[config.mk]
export PLATFORM = sky130hd
export DESIGN_NAME = prime_sieve_filter_chain_core
export DESIGN_NICKNAME = d
export VERILOG_FILES = /design/src/hw/rtl/psfc_pkg.sv /design/src/hw/rtl/psfc_rem_unit.sv /design/src/hw/rtl/prime_sieve_filter_chain_core.sv
export SDC_FILE = /design/constraint.sdc
export NUM_CORES = 1
export LEC_CHECK = 0
export BUFFER_PORTS_ARGS = -buffer_cell sky130_fd_sc_hd__buf_2
export CAP_MARGIN = 30
export CORE_ASPECT_RATIO = 0.9
export CORE_MARGIN = 5
export CORE_UTILIZATION = 35
export DETAILED_ROUTE_END_ITERATION = 8
export PLACE_DENSITY = 0.46
export SLEW_MARGIN = 15
export SYNTH_ARGS = -nofsm -noshare
export SYNTH_HDL_FRONTEND = slang
export SYNTH_HIERARCHICAL = 1
export SYNTH_SLANG_ARGS = --single-unit
export TNS_END_PERCENT = 1
[constraint.sdc]
create_clock -name clock -period 6.4 [get_ports clock]
set_input_delay 0.64 -clock clock [delete_from_list [all_inputs] [get_ports clock]]
set_output_delay 0.64 -clock clock [all_outputs]
set_load 0.05 [all_outputs]
[src/hw/rtl/psfc_pkg.sv]
package psfc_pkg;

   // Table depth and the width of the values that are tested and stored.
   localparam int MAX_PRIMES  = 64;
   localparam int VALUE_WIDTH = 16;

   // Field widths of the stream channels.
   localparam int CAND_WIDTH  = 16;
   localparam int PRIME_WIDTH = 16;

   // Derived widths: table index, fill count and remainder step counter.
   localparam int IDX_WIDTH   = (MAX_PRIMES > 1) ? $clog2(MAX_PRIMES) : 1;
   localparam int COUNT_WIDTH = $clog2(MAX_PRIMES + 1);
   localparam int STEP_WIDTH  = (VALUE_WIDTH > 1) ? $clog2(VALUE_WIDTH) : 1;

   // Status that the remainder unit reports to the sequencer.
   typedef struct packed {
      logic done;
      logic is_zero;
   } rem_status_type;

endpackage

[src/hw/rtl/psfc_rem_unit.sv]
// Restoring remainder unit: one dividend bit is shifted in per cycle while
// busy, and done pulses in the cycle after the last step.
// A divisor of zero leaves the dividend itself as the remainder, which is zero
// only for a dividend of zero.
module psfc_rem_unit (
   input  logic                                 clock,
   input  logic                                 reset,
   input  logic                                 start,
   input  logic [psfc_pkg::VALUE_WIDTH-1:0]     dividend,
   input  logic [psfc_pkg::VALUE_WIDTH-1:0]     divisor,
   output psfc_pkg::rem_status_type             status
);

   logic                                busy_ff;
   logic                                done_ff;
   logic [psfc_pkg::STEP_WIDTH-1:0]     step_ff;
   logic [psfc_pkg::VALUE_WIDTH-1:0]    shift_ff;
   logic [psfc_pkg::VALUE_WIDTH-1:0]    divisor_ff;
   logic [psfc_pkg::VALUE_WIDTH-1:0]    rem_ff;
   logic [psfc_pkg::VALUE_WIDTH:0]      trial;
   logic [psfc_pkg::VALUE_WIDTH-1:0]    rem_in;

   // One restoring step: bring down the next bit, subtract when it fits.
   always_comb begin
      trial = {rem_ff, shift_ff[psfc_pkg::VALUE_WIDTH-1]};
      if (trial >= {1'b0, divisor_ff}) begin
         rem_in = psfc_pkg::VALUE_WIDTH'(trial - {1'b0, divisor_ff});
      end else begin
         rem_in = psfc_pkg::VALUE_WIDTH'(trial);
      end
   end

   // Step sequencing and the datapath registers.
   always_ff @(posedge clock) begin
      if (reset) begin
         busy_ff <= 1'b0;
         done_ff <= 1'b0;
         step_ff <= '0;
      end else begin
         done_ff <= 1'b0;
         if (start) begin
            busy_ff    <= 1'b1;
            step_ff    <= psfc_pkg::STEP_WIDTH'(psfc_pkg::VALUE_WIDTH - 1);
            shift_ff   <= dividend;
            divisor_ff <= divisor;
            rem_ff     <= '0;
         end else if (busy_ff) begin
            rem_ff   <= rem_in;
            shift_ff <= shift_ff << 1;
            if (step_ff == '0) begin
               busy_ff <= 1'b0;
               done_ff <= 1'b1;
            end else begin
               step_ff <= step_ff - 1'b1;
            end
         end
      end
   end

   assign status.done    = done_ff;
   assign status.is_zero = (rem_ff == '0);

endmodule

[src/hw/rtl/prime_sieve_filter_chain_core.sv]
// Streaming prime sieve. Candidates arrive on the req_ channel, normally
// ascending from 2; each is tested for divisibility against the primes kept
// in an internal table of MAX_PRIMES entries. A candidate that no stored
// prime divides is sent out on the rsp_ channel and appended to the table.
// When the table is already full the survivor is still sent, with the full
// flag in rsp_tuser set, and is not stored. A candidate that is divided
// produces no transfer. req_tlast marks the end of a stream: after that item
// is handled the table is emptied, so the next candidate always survives.
// Throughput: one item at a time. req_tready is high only while idle. For each
// stored prime tested, an item passes ST_READ (one table read), ST_START (one
// unit start) and ST_DIVIDE (VALUE_WIDTH remainder steps and the done pulse);
// the bit-serial remainder unit sets how long an item takes. After the last
// comparison a survivor waits in ST_EMIT until the output register is free.
// The result sits in an output register; a stalled receiver only holds the
// next survivor back, and the block takes new items while a result waits.
// Reset empties the table and drops any pending result; table contents need
// no clearing since only entries below the fill count are ever used.
module prime_sieve_filter_chain_core (
   input  logic                               clock,
   input  logic                               reset,
   input  logic                               req_tvalid,
   output logic                               req_tready,
   input  logic [psfc_pkg::CAND_WIDTH-1:0]    req_tdata,   // [15:0] candidate
   input  logic                               req_tlast,   // end_of_stream
   output logic                               rsp_tvalid,
   input  logic                               rsp_tready,
   output logic [psfc_pkg::PRIME_WIDTH-1:0]   rsp_tdata,   // [15:0] prime
   output logic                               rsp_tuser    // [0] table_full
);

   typedef enum logic [2:0] {
      ST_IDLE,
      ST_READ,
      ST_START,
      ST_DIVIDE,
      ST_EMIT
   } state_type;

   state_type                              state_ff;
   logic [psfc_pkg::VALUE_WIDTH-1:0]       cand_ff;
   logic                                   eos_ff;
   logic [psfc_pkg::IDX_WIDTH-1:0]         idx_ff;
   logic [psfc_pkg::COUNT_WIDTH-1:0]       count_ff;
   logic                                   rsp_valid_ff;
   logic [psfc_pkg::PRIME_WIDTH-1:0]       rsp_data_ff;
   logic                                   rsp_full_ff;

   logic [psfc_pkg::VALUE_WIDTH-1:0]       table_mem [psfc_pkg::MAX_PRIMES];
   logic [psfc_pkg::VALUE_WIDTH-1:0]       rd_data_ff;

   logic                                   req_fire;
   logic                                   out_free;
   logic                                   emit_fire;
   logic                                   table_full;
   logic                                   last_entry;
   logic                                   tbl_wr_en;
   logic                                   rem_start;
   psfc_pkg::rem_status_type               rem_status;

   assign req_tready = (state_ff == ST_IDLE);
   assign req_fire   = req_tvalid && req_tready;
   assign out_free   = !rsp_valid_ff || rsp_tready;
   assign emit_fire  = (state_ff == ST_EMIT) && out_free;
   assign table_full = (count_ff == psfc_pkg::COUNT_WIDTH'(psfc_pkg::MAX_PRIMES));
   assign last_entry = ((psfc_pkg::COUNT_WIDTH'(idx_ff) + psfc_pkg::COUNT_WIDTH'(1))
                        == count_ff);
   assign tbl_wr_en  = emit_fire && !table_full;
   assign rem_start  = (state_ff == ST_START);

   // Prime table: one write port for the new survivor, one registered read.
   always_ff @(posedge clock) begin
      if (tbl_wr_en) begin
         table_mem[count_ff[psfc_pkg::IDX_WIDTH-1:0]] <= cand_ff;
      end
      rd_data_ff <= table_mem[idx_ff];
   end

   // Shared remainder unit, used once for each stored prime tested.
   psfc_rem_unit u_rem_unit (
      .clock    (clock),
      .reset    (reset),
      .start    (rem_start),
      .dividend (cand_ff),
      .divisor  (rd_data_ff),
      .status   (rem_status)
   );

   // Sequencer, fill count and the output register.
   always_ff @(posedge clock) begin
      if (reset) begin
         state_ff     <= ST_IDLE;
         count_ff     <= '0;
         idx_ff       <= '0;
         rsp_valid_ff <= 1'b0;
      end else begin
         // A new result in the same cycle takes the place of the one leaving.
         if (rsp_valid_ff && rsp_tready && !emit_fire) begin
            rsp_valid_ff <= 1'b0;
         end
         unique case (state_ff)
            ST_IDLE: begin
               if (req_fire) begin
                  cand_ff <= psfc_pkg::VALUE_WIDTH'(req_tdata);
                  eos_ff  <= req_tlast;
                  idx_ff  <= '0;
                  if (count_ff == '0) begin
                     state_ff <= ST_EMIT;
                  end else begin
                     state_ff <= ST_READ;
                  end
               end
            end
            ST_READ: begin
               state_ff <= ST_START;
            end
            ST_START: begin
               state_ff <= ST_DIVIDE;
            end
            ST_DIVIDE: begin
               if (rem_status.done) begin
                  if (rem_status.is_zero) begin
                     // Divided by a stored prime: no transfer for this item.
                     if (eos_ff) begin
                        count_ff <= '0;
                     end
                     state_ff <= ST_IDLE;
                  end else if (last_entry) begin
                     state_ff <= ST_EMIT;
                  end else begin
                     idx_ff   <= idx_ff + 1'b1;
                     state_ff <= ST_READ;
                  end
               end
            end
            ST_EMIT: begin
               if (out_free) begin
                  rsp_valid_ff <= 1'b1;
                  rsp_data_ff  <= psfc_pkg::PRIME_WIDTH'(cand_ff);
                  rsp_full_ff  <= table_full;
                  if (eos_ff) begin
                     count_ff <= '0;
                  end else if (!table_full) begin
                     count_ff <= count_ff + 1'b1;
                  end
                  state_ff <= ST_IDLE;
               end
            end
            default: begin
               state_ff <= ST_IDLE;
            end
         endcase
      end
   end

   assign rsp_tvalid = rsp_valid_ff;
   assign rsp_tdata  = rsp_data_ff;
   assign rsp_tuser  = rsp_full_ff;

endmodule

==> flow_summary.yaml <==
run_status:
  status: "complete, no violations"
cells_and_area:
  final_cells: 4077
  drive_above_1_share: 0.287
  layout_commonest_cell: "edfxtp_1"
  fillers: 11300
  layout_common_cells: "1,106 x edfxtp_1, 282 x mux4_2, 120 x clkbuf_16"
  nets: 2314
  area_growth_pct: 14.7
drt:
  drtIter0Drc: 2121
  drcViolationCount: 0
  via_per_inst: 5.35
  dr.pass1.iters: 7
  drt_wl_total_um: 116000
  wl_per_cell_um: 28.6
  antenna_left: 0
  vias: 21800
grt:
  grt-ovfl-total: 0
  antenna_found_initial: 9
  grt_max_degree: 99
  grt_pass1_wl_um: 167000
  grt_pass1_vias: 22200
  grt_use_total: 0.170
placed_design:
  gp_congestion: 0.765
  dp_hpwl_um: 67900
  io_buffers: 39
  place_inst: 3835
worst_setup_path:
  crit_chain: "or3_1 > or3_1 > nand3_1 > nor2_1 > nand3_1 > nor2_2"
  crit_fanout: 16
  reg2reg_setup_slack_ns: 2.50
  slowest_delay_ns: 1.04
  cp_slowest_cell: "nor2_2"
  endpoint_kind: "flop"
  worstSetupPathType: "reg2reg"
  required_ns: 6.72
  cp.arrival_ns: 4.22
  startpoint_type: "flop"
pwr:
  combPwrFrac: 0.062
  peakVddDrop_v: 0.000209
  power_frac_seq: 0.521
  p_sw_frac: 0.227
  p_leak_nw: 15.7
  p_per_area_mw_per_mm2: 323
  power_mw: 16.6
  clkPwrFrac: 0.417
  netSwitchingPower_mw: 3.77
  cell_internal_pwr_mw: 12.9
yosys:
  ys_types: 73
  synth_fp_nets: 2173
  postSynth.asyncResetShare: 0
  synth_area_sq_mm: 0.0449
  ys_seq_area_frac: 0.758
  synth_area_per_cell_sq_um: 21.0
  synth-edff-count: 1106
  netlist_instances: 2131
  yosys_warnings: 6
  ys_seq_elements: 1145
  ys.flop_type: "edfxtp_1"
sta:
  setup_viol_count_final: 0
  clock_skew_ns: 0.0300
  totalNegativeSetupSlack_ns: 0
  fin_crit_sh: 0.610
  final_hold_viol_count: 0
  timing.slew.headroom: 0.320
  rsz0062_at_grt: "false"
  fin_crit_ns: 3.90
  tightest_slew_ns: 1.02
  final_max_slew_viol_count: 0
  timing.fmax_ghz: 0.256
clock_network:
  path_clk_slew_ns: 0.06
  cts_resized: 0
  clkSinkCount: 1145
  cts_buffer_depth: 3
  clk_latency_ns: 0.73
  cts_setup_buffers: 0
  htree_levels: 3
  postCtsHoldBufs: 0
  cts_tree: "yes"
  cts_made_buffers: 119
  ctsRootBufferMaster: "clkbuf_16"
die:
  fp.dieArea_sq_mm: 0.135
  dieHeight_um: 350
  rows: 124
  ioPinCount: 40
  initial_utilization: 0.353
  core_sq_mm: 0.127
  fp.dieW_um: 387
hold_path:
  worstHoldPathType: "in2reg"
run:
  cap_violations: 0
worst paths after layout:
path	to	cells after the start	startpoint
setup / recovery	table_mem[54][3]	6	count_ff[4]
hold / removal	cand_ff[1]	1	req_tdata[1]
setup reg to reg	table_mem[54][3]	6	count_ff[4]
hold reg to reg	u_rem_unit/divisor_ff[2]	0	rd_data_ff[2]
power by group through the flow:
stage | combinational [mW] | clock, mW | sequential, mW
2_1_floorplan | 0.409 | 0 | 8.93
3_3_place_gp | 1.01 | 0 | 8.81
6_report | 1.04 | 6.94 | 8.66
3_5_place_dp | 1.04 | 0 | 8.82
4_1_cts | 1.04 | 7.11 | 8.66
5_1_grt | 1.11 | 7.46 | 8.66
flip-flops by register name, indices dropped and copies added, names as in the netlist:
signal	count
count_ff	7
idx_ff	6
rd_data_ff	16
u_rem_unit/done_ff	1
u_rem_unit/busy_ff	1
state_ff	3
u_rem_unit/shift_ff	16
table_mem	1024
rsp_tuser	1
u_rem_unit/step_ff	4
u_rem_unit/divisor_ff	16
cand_ff	16
rsp_tvalid	1
eos_ff	1
rsp_tdata	16
u_rem_unit/rem_ff	16
cell type report:
class                   count  area [sq um]  share of cell area
diodes                      1          2.50           0.0000486
clock buffers             149          3210              0.0624
clock inverters            75           716              0.0139
inverters                  27           101             0.00197
multi-input cells         847         10200               0.199
flip-flops and latches   1145         34000               0.661
well taps                1701          2130              0.0413
repair buffers            132          1080              0.0210
stage by stage:
| step | cell area (sq um) | hold slack (ns) | util | worst slack (ns) |
|---|---|---|---|---|
| finish | 51500 | 0.0989 | 0.405 | 2.50 |
| global route | 51500 | 0.0409 | 0.405 | 2.30 |
| CTS | 51300 | 0.0338 | 0.403 | 2.49 |
| detailed placement | 47300 | 0.492 | 0.372 | 2.53 |
| global placement | 47200 | 0.515 | 0.371 | 2.70 |
| floorplan | 44900 | 0.386 | - | 3.34 |
cells in the mapped netlist, drive strengths merged (4+ instances only):
cell    instances  area [sq um]
edfxtp       1106         33200
mux4          288          6510
nor2           95           357
buf            74           482
nand2          52           195
dfxtp          39           781
clkbuf         37           143
o21ai          36           184
a21oi          33           169
nor3           29           150
nand3          27           135
inv            26          97.6
o22ai          24           150
a211oi         23           183
ha             20           250
mux2           20           225
nor2b          20           125
a22oi          17           128
xnor2          16           140
a21o           13          97.6
mux2i          13           130
a31oi          12          75.1
o221ai         11          96.3
nor4            9          77.6
o211ai          9          72.6
xor2            8          70.1
nand3b          7          52.6
o31ai           6          45.0
and3            5          41.3
nand2b          5          31.3
or2             5          31.3
o21bai          4          30.0
o32ai           4          42.6
or3             4          25.0
worst max-delay path, delay by kind of cell, from the launching register on:
kind             cells  cell delay, ns
AND/OR/NAND/NOR      6            2.90
flip-flops           1            0.59
cells by family after synthesis:
| group | Yosys count | synth area share |
|---|---|---|
| buffers and inverters | 139 | 0.0164 |
| AO/OA/AOI/OAI | 204 | 0.0308 |
| multiplexers | 321 | 0.153 |
| flip-flops | 1145 | 0.758 |
| XOR/XNOR | 24 | 0.00469 |
| AND/OR/NAND/NOR | 277 | 0.0313 |
| adder cells (fa/ha/maj) | 21 | 0.00602 |
per-layer routing:
layer | track usage | part of all wire | vias to the layer above
li1 | - | - | 9208
met1 | 0.256 | 0.47 | 11800
met2 | 0.261 | 0.46 | 594
met3 | 0.0316 | 0.054 | 158
met4 | 0.0353 | 0.020 | 2
met5 | 0 | 0.00011 | -
Power figures use the tool's default switching activity.
